### src/hw/rtl/cigar_run_counter_macros.svh
// ---------------------------------------------------------------------------
// CIGAR run counter assertion macros
// Shared concurrent assertion forms, clocked on the rising edge and disabled
// while the synchronous active-low reset is asserted.
// ---------------------------------------------------------------------------
`ifndef CIGAR_RUN_COUNTER_MACROS_SVH
`define CIGAR_RUN_COUNTER_MACROS_SVH

// Consequent must hold in the same cycle as the antecedent.
`define CIG_ASSERT_SAME(label, clk, rst_n, ante, cons) \
    label: assert property (@(posedge clk) disable iff (!(rst_n)) (ante) |-> (cons)) \
        else $error("cigar_run_counter: same-cycle check failed");

// Consequent must hold in the cycle after the antecedent.
`define CIG_ASSERT_NEXT(label, clk, rst_n, ante, cons) \
    label: assert property (@(posedge clk) disable iff (!(rst_n)) (ante) |=> (cons)) \
        else $error("cigar_run_counter: next-cycle check failed");

`endif

### src/hw/rtl/cigar_pkg.sv
// ---------------------------------------------------------------------------
// CIGAR run counter package
// Character codes, counter slots, widths and the control bundle that the
// run parser hands to the counter bank.
// ---------------------------------------------------------------------------
package cigar_pkg;

    localparam int CHAR_W  = 8;
    localparam int THR_W   = 16;
    localparam int RUN_W   = 16;
    localparam int OUT_W   = 32;
    localparam int NUM_CNT = 9;
    // Run length times ten plus one digit fits in this many bits.
    localparam int NEXT_W  = RUN_W + 4;

    localparam logic [THR_W-1:0] DEFAULT_THRESHOLD = 16'd50;

    // Character codes.
    localparam logic [CHAR_W-1:0] CH_NUL  = 8'h00;
    localparam logic [CHAR_W-1:0] CH_ZERO = 8'h30;
    localparam logic [CHAR_W-1:0] CH_NINE = 8'h39;
    localparam logic [CHAR_W-1:0] CH_DEL  = 8'h44;
    localparam logic [CHAR_W-1:0] CH_INS  = 8'h49;
    localparam logic [CHAR_W-1:0] CH_MIS  = 8'h58;
    localparam logic [CHAR_W-1:0] CH_MAT  = 8'h3D;

    // Counter slots; each region's large counter sits one above it.
    localparam int IDX_DEL     = 0;
    localparam int IDX_INS     = 2;
    localparam int IDX_MIS     = 4;
    localparam int IDX_MAT     = 6;
    localparam int IDX_PERFECT = 8;

    // Runs closed in the current string, saturating at two.
    localparam logic [1:0] RUNS_NONE = 2'd0;
    localparam logic [1:0] RUNS_ONE  = 2'd1;
    localparam logic [1:0] RUNS_MANY = 2'd2;

    // Update request from the parser to the counter bank.
    typedef struct packed {
        logic               en;
        logic [NUM_CNT-1:0] bump;
    } t_cnt_ctl;

endpackage

### src/hw/rtl/cigar_count_bank.sv
// ---------------------------------------------------------------------------
// CIGAR counter bank
// Nine saturating event counters, cleared only by reset, with their next
// values presented clamped or extended to the 32-bit result width.
// ---------------------------------------------------------------------------
module cigar_count_bank
    import cigar_pkg::*;
#(
    parameter int COUNT_WIDTH = 32
) (
    input  logic                     i_clk,
    input  logic                     i_rst_n,
    input  t_cnt_ctl                 i_ctl,
    output logic [NUM_CNT*OUT_W-1:0] o_next_sat
);

    logic [COUNT_WIDTH-1:0] r_cnt [NUM_CNT];
    logic [COUNT_WIDTH-1:0] n_cnt [NUM_CNT];

    // Saturating increment for each requested slot.
    always_comb begin
        for (int k = 0; k < NUM_CNT; k++) begin
            n_cnt[k] = r_cnt[k];
            if (i_ctl.en && i_ctl.bump[k] && !(&r_cnt[k])) begin
                n_cnt[k] = r_cnt[k] + COUNT_WIDTH'(1);
            end
        end
    end

    always_ff @(posedge i_clk) begin
        if (!i_rst_n) begin
            for (int k = 0; k < NUM_CNT; k++) begin
                r_cnt[k] <= '0;
            end
        end else begin
            for (int k = 0; k < NUM_CNT; k++) begin
                r_cnt[k] <= n_cnt[k];
            end
        end
    end

    // Clamp or extend each next value to the result width.
    for (genvar g = 0; g < NUM_CNT; g++) begin : g_out
        if (COUNT_WIDTH > OUT_W) begin : g_clamp
            assign o_next_sat[g*OUT_W +: OUT_W] =
                (|n_cnt[g][COUNT_WIDTH-1:OUT_W]) ? {OUT_W{1'b1}} : n_cnt[g][OUT_W-1:0];
        end else begin : g_extend
            assign o_next_sat[g*OUT_W +: OUT_W] = OUT_W'(n_cnt[g]);
        end
    end

endmodule

### src/hw/rtl/cigar_run_counter.sv
// ---------------------------------------------------------------------------
// CIGAR run counter
// Parses difference-CIGAR strings one byte per transfer and keeps saturating
// counts of D, I, X and = runs, their large runs, and perfect alignments.
// ---------------------------------------------------------------------------
//
//  Channel   Direction  Payload                                  Transfer
//  s_axis    in         tdata[7:0] character                     one per byte
//  m_axis    out        tdata[287:0] nine 32-bit counters        one per NUL
//  cfg       in         i_cfg_wdata large_run_threshold          when i_cfg_we
//
//  A byte is registered on transfer and parsed from the input register; a
//  result is registered when its terminating NUL byte is parsed. One byte per
//  cycle is sustained unless a NUL byte waits in the input register, which
//  it does only while the result register still holds an untaken result.
//  Reset clears the threshold to 50, the parse state and all counters.
//
module cigar_run_counter
    import cigar_pkg::*;
#(
    parameter int COUNT_WIDTH = 32
) (
    input  logic                     i_clk,
    input  logic                     i_rst_n,
    // Input stream
    input  logic                     s_axis_tvalid,
    output logic                     s_axis_tready,
    input  logic [7:0]               s_axis_tdata,   // [7:0] character
    // Result stream
    output logic                     m_axis_tvalid,
    input  logic                     m_axis_tready,
    // [31:0] deletions, [63:32] large_deletions, [95:64] insertions,
    // [127:96] large_insertions, [159:128] mismatches, [191:160] large_mismatches,
    // [223:192] matches_res, [255:224] large_matches, [287:256] perfect_alignments
    output logic [NUM_CNT*OUT_W-1:0] m_axis_tdata,
    // Configuration
    input  logic                     i_cfg_we,
    input  logic [THR_W-1:0]         i_cfg_wdata     // large_run_threshold
);

`include "cigar_run_counter_macros.svh"

    logic                     r_in_valid;
    logic [CHAR_W-1:0]        r_char;
    logic [THR_W-1:0]         r_thr;
    logic [RUN_W-1:0]         r_run;
    logic [RUN_W-1:0]         n_run;
    logic [1:0]               r_runs;
    logic [1:0]               n_runs;
    logic                     r_last_match;
    logic                     n_last_match;
    logic                     r_out_valid;
    logic [NUM_CNT*OUT_W-1:0] r_out_data;

    logic                     is_term;
    logic                     is_digit;
    logic                     run_large;
    logic                     out_free;
    logic                     proc_fire;
    logic [3:0]               digit_diff;
    logic [NEXT_W-1:0]        next_run;
    logic [NUM_CNT*OUT_W-1:0] next_sat;
    t_cnt_ctl                 cnt_ctl;

    // Byte classification and handshake control.
    assign is_term    = (r_char == CH_NUL);
    assign is_digit   = (r_char >= CH_ZERO) && (r_char <= CH_NINE);
    assign out_free   = !r_out_valid || m_axis_tready;
    assign proc_fire  = r_in_valid && (!is_term || out_free);
    assign s_axis_tready = !r_in_valid || proc_fire;
    assign m_axis_tvalid = r_out_valid;
    assign m_axis_tdata  = r_out_data;

    // Run length accumulation: times ten by shift-and-add, then clamp.
    assign digit_diff = 4'(r_char - CH_ZERO);
    assign next_run   = (NEXT_W'(r_run) << 3) + (NEXT_W'(r_run) << 1)
                      + NEXT_W'(digit_diff);
    assign run_large  = (r_run >= r_thr);

    // Parse state update and counter requests.
    always_comb begin
        n_run        = r_run;
        n_runs       = r_runs;
        n_last_match = r_last_match;
        cnt_ctl.en   = proc_fire;
        cnt_ctl.bump = '0;
        if (is_term) begin
            cnt_ctl.bump[IDX_PERFECT] = (r_runs == RUNS_ONE) && r_last_match;
            n_run        = '0;
            n_runs       = RUNS_NONE;
            n_last_match = 1'b0;
        end else if (is_digit) begin
            n_run = (next_run >= NEXT_W'(r_thr)) ? r_thr : next_run[RUN_W-1:0];
        end else begin
            case (r_char)
                CH_DEL: begin
                    cnt_ctl.bump[IDX_DEL]     = 1'b1;
                    cnt_ctl.bump[IDX_DEL + 1] = run_large;
                end
                CH_INS: begin
                    cnt_ctl.bump[IDX_INS]     = 1'b1;
                    cnt_ctl.bump[IDX_INS + 1] = run_large;
                end
                CH_MIS: begin
                    cnt_ctl.bump[IDX_MIS]     = 1'b1;
                    cnt_ctl.bump[IDX_MIS + 1] = run_large;
                end
                CH_MAT: begin
                    cnt_ctl.bump[IDX_MAT]     = 1'b1;
                    cnt_ctl.bump[IDX_MAT + 1] = run_large;
                end
                default: begin
                    cnt_ctl.bump = '0;
                end
            endcase
            n_runs       = (r_runs == RUNS_MANY) ? RUNS_MANY : r_runs + 2'd1;
            n_last_match = (r_char == CH_MAT);
            n_run        = '0;
        end
    end

    cigar_count_bank #(
        .COUNT_WIDTH (COUNT_WIDTH)
    ) u_bank (
        .i_clk      (i_clk),
        .i_rst_n    (i_rst_n),
        .i_ctl      (cnt_ctl),
        .o_next_sat (next_sat)
    );

    // Control registers: input stage, parse state, threshold, result valid.
    always_ff @(posedge i_clk) begin
        if (!i_rst_n) begin
            r_in_valid   <= 1'b0;
            r_thr        <= DEFAULT_THRESHOLD;
            r_run        <= '0;
            r_runs       <= RUNS_NONE;
            r_last_match <= 1'b0;
            r_out_valid  <= 1'b0;
        end else begin
            if (s_axis_tready) begin
                r_in_valid <= s_axis_tvalid;
            end
            if (i_cfg_we) begin
                r_thr <= i_cfg_wdata;
            end
            if (proc_fire) begin
                r_run        <= n_run;
                r_runs       <= n_runs;
                r_last_match <= n_last_match;
            end
            if (proc_fire && is_term) begin
                r_out_valid <= 1'b1;
            end else if (m_axis_tready) begin
                r_out_valid <= 1'b0;
            end
        end
    end

    // Payload registers.
    always_ff @(posedge i_clk) begin
        if (s_axis_tvalid && s_axis_tready) begin
            r_char <= s_axis_tdata;
        end
        if (proc_fire && is_term) begin
            r_out_data <= next_sat;
        end
    end

    // Checks on parse and result control.
    `CIG_ASSERT_NEXT(a_term_clears_state, i_clk, i_rst_n, proc_fire && is_term,
        (r_run == '0) && (r_runs == RUNS_NONE) && !r_last_match)
    `CIG_ASSERT_NEXT(a_term_gives_result, i_clk, i_rst_n, proc_fire && is_term,
        r_out_valid)
    `CIG_ASSERT_SAME(a_perfect_only_at_term, i_clk, i_rst_n, cnt_ctl.bump[IDX_PERFECT],
        is_term && (r_runs == RUNS_ONE) && r_last_match)
    `CIG_ASSERT_SAME(a_term_waits_for_slot, i_clk, i_rst_n, proc_fire && is_term,
        out_free)
    `CIG_ASSERT_SAME(a_runs_bounded, i_clk, i_rst_n, 1'b1,
        (r_runs == RUNS_NONE) || (r_runs == RUNS_ONE) || (r_runs == RUNS_MANY))

endmodule
### config.mk
export PLATFORM = sky130hd
export DESIGN_NAME = cigar_run_counter
export DESIGN_NICKNAME = d
export VERILOG_FILES = /design/src/hw/rtl/cigar_pkg.sv /design/src/hw/rtl/cigar_count_bank.sv /design/src/hw/rtl/cigar_run_counter.sv
export VERILOG_INCLUDE_DIRS = /design/src /design/src/hw/rtl
export SDC_FILE = /design/constraint.sdc
export NUM_CORES = 1
export LEC_CHECK = 0
export BUFFER_PORTS_ARGS = -buffer_cell sky130_fd_sc_hd__buf_2
export CORE_MARGIN = 2
export CORE_UTILIZATION = 53
export CTS_CLUSTER_DIAMETER = 40
export DETAILED_ROUTE_END_ITERATION = 16
export PLACE_DENSITY = 0.76
export SLEW_MARGIN = 40
export SYNTH_ARGS = -nofsm -noshare
export SYNTH_HDL_FRONTEND = slang
export SYNTH_SLANG_ARGS = --single-unit
export TNS_END_PERCENT = 1
### constraint.sdc
create_clock -name i_clk -period 14.4 [get_ports i_clk]
set_input_delay 1.44 -clock i_clk [delete_from_list [all_inputs] [get_ports i_clk]]
set_output_delay 1.44 -clock i_clk [all_outputs]
set_load 0.005 [all_outputs]
# Word-level counts from Yosys, hierarchy flattened
# Memory sizes are Yosys's and may differ from the RTL's.
# Index checks and enable logic that the tools add are counted.
word_totals:
  ramBits: 288
  n_memories: 1
  latchBits: 0
  elab_cells: 129
  register_bits: 333
  output_inout_bits: 290
  in_bits: 29
  romBits: 0
memory_table:
  columns: ["memory", "depth", "width", "rd", "rd_clocked_by_memory_dff", "wr", "line_no", "rtl"]
  rows:
  - ["u_bank.r_cnt", 9, 32, 9, 0, 9, "cigar_count_bank.sv:17", "logic [COUNT_WIDTH-1:0] r_cnt [NUM_CNT];"]
classes:
  addsub: 13
  div_mod_pow: 0
  multipliers: 0
  bitwise_logic: 9
  mux: 37
  shift: 0
  eq_ne: 7
  n_lt_le_gt_ge: 4
  n_reduce_logical: 50
ops:
  columns: ["operator", "count"]
  rows:
  - ["$mux W32", 18]
  - ["$add A32 B1 Y32 const B", 9]
  - ["$reduce_and A32 Y1", 9]
  - ["$mux W16", 3]
  - ["$eq A8 B7 Y1 const B", 3]
  - ["$logic_and A1 B1 Y1", 23]
  - ["$add A19 B17 Y20", 1]
  - ["$add A20 B4 Y20", 1]
  - ["$ge A20 B16 Y1", 1]
  - ["$ge A16 B16 Y1", 1]
  - ["$mux W8", 2]
  - ["$mux W2", 7]
  - ["$logic_not A1 Y1", 12]
  - ["$or A1 B1 Y1", 9]
  - ["$eq A8 B6 Y1 const B", 1]
  - ["$ge A8 B6 Y1 const B", 1]
  - ["$le A8 B6 Y1 const B", 1]
  - ["$logic_not A8 Y1", 1]
  - ["$mux W1", 7]
  - ["$sub A4 B1 Y4 const B", 1]
  - ["$logic_or A1 B1 Y1", 3]
  - ["$add A2 B1 Y2 const B", 1]
  - ["$eq A2 B1 Y1 const B", 1]
  - ["$eq A2 B2 Y1 const B", 1]
  - ["other kinds (3)", 3]

# Logic depth before layout (Yosys ltp)
depth:
  ltp_word: 8
  mapped_depth: 20

# Modules after synthesis
# From an unflattened synthesis, not the netlist that was laid out.
unflattened:
  hier_cells: 2723
  hier_area_um2: 29027.8
modules_own_cells:
  columns: ["module", "n_inst", "area_per_inst_um2", "seq_area_each_um2", "cells_per_inst"]
  rows:
  - ["cigar_count_bank", 1, 16779.8, 5765.5, 2043]
  - ["cigar_run_counter", 1, 12248.0, 9629.2, 680]

# Least setup slack after synthesis
# Ideal clock, no wire load.
synth_path:
  path_kind: "input-to-reg"
  start: "input m_axis_tready"
  end: "register r_out_data[0], in the netlist m_axis_tdata[0] (enable)"
  slack_ps: 28
  arrival_time_ps: 13427
  n_path_buf: 0
  path_stages: 2
  required_time_ps: 13456
  setup_time_ps: 944
  path_cell_list: "nor2b_1 nor2_1"
synth_via:
  elab_chain_len: 4
synth_lines:
  columns: ["element", "line_no", "rtl"]
  rows:
  - ["start: declaration", "cigar_run_counter.sv:31", "input logic m_axis_tready,"]
  - ["$logic_or A1 B1 Y1", "cigar_run_counter.sv:68", "assign out_free = !r_out_valid || m_axis_tready;"]
  - ["$logic_or A1 B1 Y1", "cigar_run_counter.sv:69", "assign proc_fire = r_in_valid && (!is_term || out_free);"]
  - ["$logic_and A1 B1 Y1", "cigar_run_counter.sv:69", null]
  - ["$logic_and A1 B1 Y1", "cigar_run_counter.sv:165", "if (proc_fire && is_term) begin"]
  - ["end signal: assignment", "cigar_run_counter.sv:166", "r_out_data <= next_sat;"]
  - ["end: declaration", "cigar_run_counter.sv:53", "logic [NUM_CNT*OUT_W-1:0] r_out_data;"]
# Every way passes these cells.
# A chain may end at the register's enable or synchronous reset.

# Worst setup path in the final report
layout_path:
  start: "register r_run[2]"
  end: "register r_run[14]"
layout_via:
  elab_chain_len: 6
layout_lines:
  columns: ["element", "line_no", "rtl"]
  rows:
  - ["start: declaration", "cigar_run_counter.sv:46", "logic [RUN_W-1:0] r_run;"]
  - ["start signal: assignment", "cigar_run_counter.sv:148", "r_run <= n_run;"]
  - ["$add A19 B17 Y20 *", "cigar_run_counter.sv:76", "assign next_run = (NEXT_W'(r_run) << 3) + (NEXT_W'(r_run) << 1)"]
  - ["$add A20 B4 Y20 *", "cigar_run_counter.sv:77", "+ NEXT_W'(digit_diff);"]
  - ["$ge A20 B16 Y1", "cigar_run_counter.sv:93", "n_run = (next_run >= NEXT_W'(r_thr)) ? r_thr : next_run[RUN_W-1:0];"]
  - ["$mux W16 *", "cigar_run_counter.sv:93", null]
  - ["$mux W16 *", "cigar_run_counter.sv:92", "end else if (is_digit) begin"]
  - ["$mux W16 *", "cigar_run_counter.sv:87", "if (is_term) begin"]
# Every way passes the cells marked *; elsewhere a longest branch is shown, timed or not.

==> results.json <==
{
  "setup-tns-final_ns": 0,
  "die_h_um": 231,
  "clk_latency_ns": 0.61,
  "vias": 20200,
  "min_from": "u_bank.r_cnt[0][234]$_SDFF_PN0_",
  "yosysWarningCount": 0,
  "finClkSkew_ns": 0.0225,
  "numCtsBuffers": 87,
  "crit_required_ns": 14.83,
  "synthCells": 2506,
  "cts_tree": "built",
  "via_per_inst": 5.63,
  "io_pins": 319,
  "area_growth_pct": 19.4,
  "gp_congestion": 0.880,
  "dp_cells": 3425,
  "yosys-top-cells-area": "edfxtp_1 (32%), dfxtp_1 (24%), and2_1 (5.3%), xor2_1 (4.5%), xnor2_1 (3.7%)",
  "grt_util_all_layers_pct": 24.2,
  "synth_ff_type": "dfxtp_1",
  "cts.path.max_buffers": 3,
  "ys_ff_latch": 621,
  "worstPathMaxFanout": 12,
  "path_clk_slew_ns": 0.05,
  "hold_class": "flip-flop to flip-flop",
  "ant_nets": 0,
  "status": "finished, final reports clean",
  "synth_top_cell_by_area": "edfxtp_1",
  "slew_viol_final": 0,
  "grt_overflow_total": 0,
  "grt_pass1_vias": 19623,
  "whs_path_depth": 2,
  "final_common_cell": "dfxtp_1",
  "startpoint_type": "flip-flop",
  "p_total_mw": 4.04,
  "coreArea_sq_mm": 0.0512,
  "drt-pass1-iter-count": 7,
  "start_util_pct": 53.5,
  "yosys.area.top_type_share_pct": 32.4,
  "period_minus_slack_ns": 5.58,
  "drive_gt1_share_pct": 18.2,
  "routed_wl_um": 65800,
  "drcViolationCount": 0,
  "syn_area_per_cell_sq_um": 10.9,
  "worst_pin_slew_ns": 0.876,
  "synth_edf_count": 296,
  "wl_per_cell_um": 18.3,
  "multiInputGateArea_sq_mm": 0.0115,
  "synth_cell_type_count": 73,
  "row_count": 83,
  "synth_nets": 2611,
  "grt_pass1_wl_um": 104000,
  "relSlewSlack_pct": 41.4,
  "cts_hold_buf": 0,
  "place_area_sq_mm": 0.0297,
  "fin_cells": 3589,
  "whs_ns": 0.490,
  "netlist_area_sq_mm": 0.0274,
  "die_x_um": 231,
  "cts_sinks": 621,
  "finalHoldViolCount": 0,
  "fmax_mhz": 179,
  "period_share_pct": 38.7,
  "async_reset_ff_share_pct": 0,
  "endpoint_kind": "flip-flop",
  "htree_levels": 3,
  "clock-root-buffer": "clkbuf_16",
  "crit_type": "flip-flop to flip-flop",
  "cp.arrival_ns": 6.01,
  "maxCapViolCount": 0,
  "antenna_found_initial": 2,
  "p_per_area_mw_per_mm2": 123,
  "fin_nets": 2940,
  "rsz0062_at_grt": "no",
  "ff2ff_setup_slack_ns": 8.82,
  "grt_max_degree": 111,
  "diodes": 0,
  "leakagePower_nw": 14.1,
  "numPortBuffers": 318,
  "hpwl_um": 46000,
  "reg2reg_from": "r_run[2]$_SDFFE_PN0P_",
  "finalInstanceArea_sq_mm": 0.0327,
  "setup_viol": 0,
  "dp_slack_ns": 8.96,
  "post_cts_resized": 0,
  "utilization_pct": 63.9,
  "post-cts-setup-buffers": 0,
  "fin_ws_ns": 8.82,
  "dieArea_sq_mm": 0.0536,
  "fillers": 3976,
  "hold_end": "u_bank.r_cnt[0][234]$_SDFF_PN0_",
  "r2r_end": "r_run[14]$_SDFFE_PN0P_",
  "seq_area_sq_mm": 0.0154,
  "ir_worst_vdd_mv": 0.0932,
  "layout_common_cells": "dfxtp_1 (325), buf_2 (317), edfxtp_1 (296), and2_1 (232), nand2_1 (220)",
  "dr.first_iter.drc_count": 1594,
  "reg2reg_depth": 18,
  "yosysSeqAreaShare_pct": 56.2
}
-- Yosys cell counts (56+ instances only) --
master / number
dfxtp_1: 325
xor2_1: 142
edfxtp_1: 296
nand3_1: 134
a21oi_1: 91
nand2_1: 220
ha_1: 74
inv_1: 57
xnor2_1: 117
mux2i_1: 56
nor2_1: 104
and2_1: 232
and3_1: 59
nand4_1: 96
clkbuf_1: 88
-- state kept, by name, summed over array words and instances (netlist names) --
name           cells
m_axis_tdata     288
u_bank.r_cnt     288
r_run             16
r_thr             16
r_char             8
r_runs             2
m_axis_tvalid      1
r_in_valid         1
r_last_match       1
-- cells by family after synthesis --
family                     count (synthesis)  synth area share [%]
muxes                                     62                  2.29
AOI/OAI and AO/OA                        237                  5.65
adders and majority gates                 76                  3.52
DFF                                      621                  56.2
xor gates and xnor gates                 259                  8.27
and+or+nand+nor                         1094                  21.9
buffers and inverters                    157                  2.23
-- power breakdown --
group / internal [mW] / leakage, nW / total [mW] / switching [mW]
Sequential: 1.84 / 5.84 / 1.84 / 0.00497
Clock: 1.30 / 1.44 / 2.14 / 0.844
Combinational: 0.0168 / 6.78 / 0.0552 / 0.0384
Total: 3.15 / 14.1 / 4.04 / 0.888
-- per-layer routing --
metal	up-vias	global-route usage, %	wire length (um)	part of all wire [%]
li1	9697	-	-	-
met1	9743	33.4	29600	45
met2	655	39.0	31000	47
met3	105	3.74	3750	5.7
met4	0	8.47	1510	2.3
met5	-	0	0	0
-- how the worst max path moves through the flow --
| stage | startpoint | end | slack, ns | cells past startpoint |
|---|---|---|---|---|
| floorplan | m_axis_tready | m_axis_tdata[0]$_DFFE_PP_ | 0.03 | 2 |
| global placement | r_run[2]$_SDFFE_PN0P_ | r_run[6]$_SDFFE_PN0P_ | 8.96 | 18 |
| CTS | r_run[2]$_SDFFE_PN0P_ | r_run[14]$_SDFFE_PN0P_ | 8.93 | 18 |
| finish | r_run[2]$_SDFFE_PN0P_ | r_run[14]$_SDFFE_PN0P_ | 8.82 | 18 |
| detailed placement | r_run[2]$_SDFFE_PN0P_ | r_run[1]$_SDFFE_PN0P_ | 8.96 | 18 |
| global route | r_run[0]$_SDFFE_PN0P_ | r_run[10]$_SDFFE_PN0P_ | 8.48 | 18 |
-- layout make-up --
cell class	instances	area share, %
Clock buffer	98	7.06
Tap cell	680	2.60
Multi-Input combinational cell	1728	35.1
Sequential cell	621	47.0
Inverter	59	0.676
Timing Repair Buffer	338	5.45
Clock inverter	65	2.06
-- critical path, cell delays in order, from the launching register on --
cell and delay, ns:
dfxtp_1 0.41, inv_1 0.09, fa_1 0.50, inv_1 0.07, ha_1 0.29, a21oi_1 0.12, o2111ai_1 0.31, nand2_1 0.17
nor3_1 0.55, nor2_1 0.14, xnor2_1 0.25, ha_1 0.30, nand4_1 0.13, a21oi_1 0.07, nor4b_1 0.40, o2111ai_1 0.26
a2111o_1 0.44, nor2_1 0.70, o311ai_0 0.21
No activity file was read; power rests on OpenSTA's default activity.
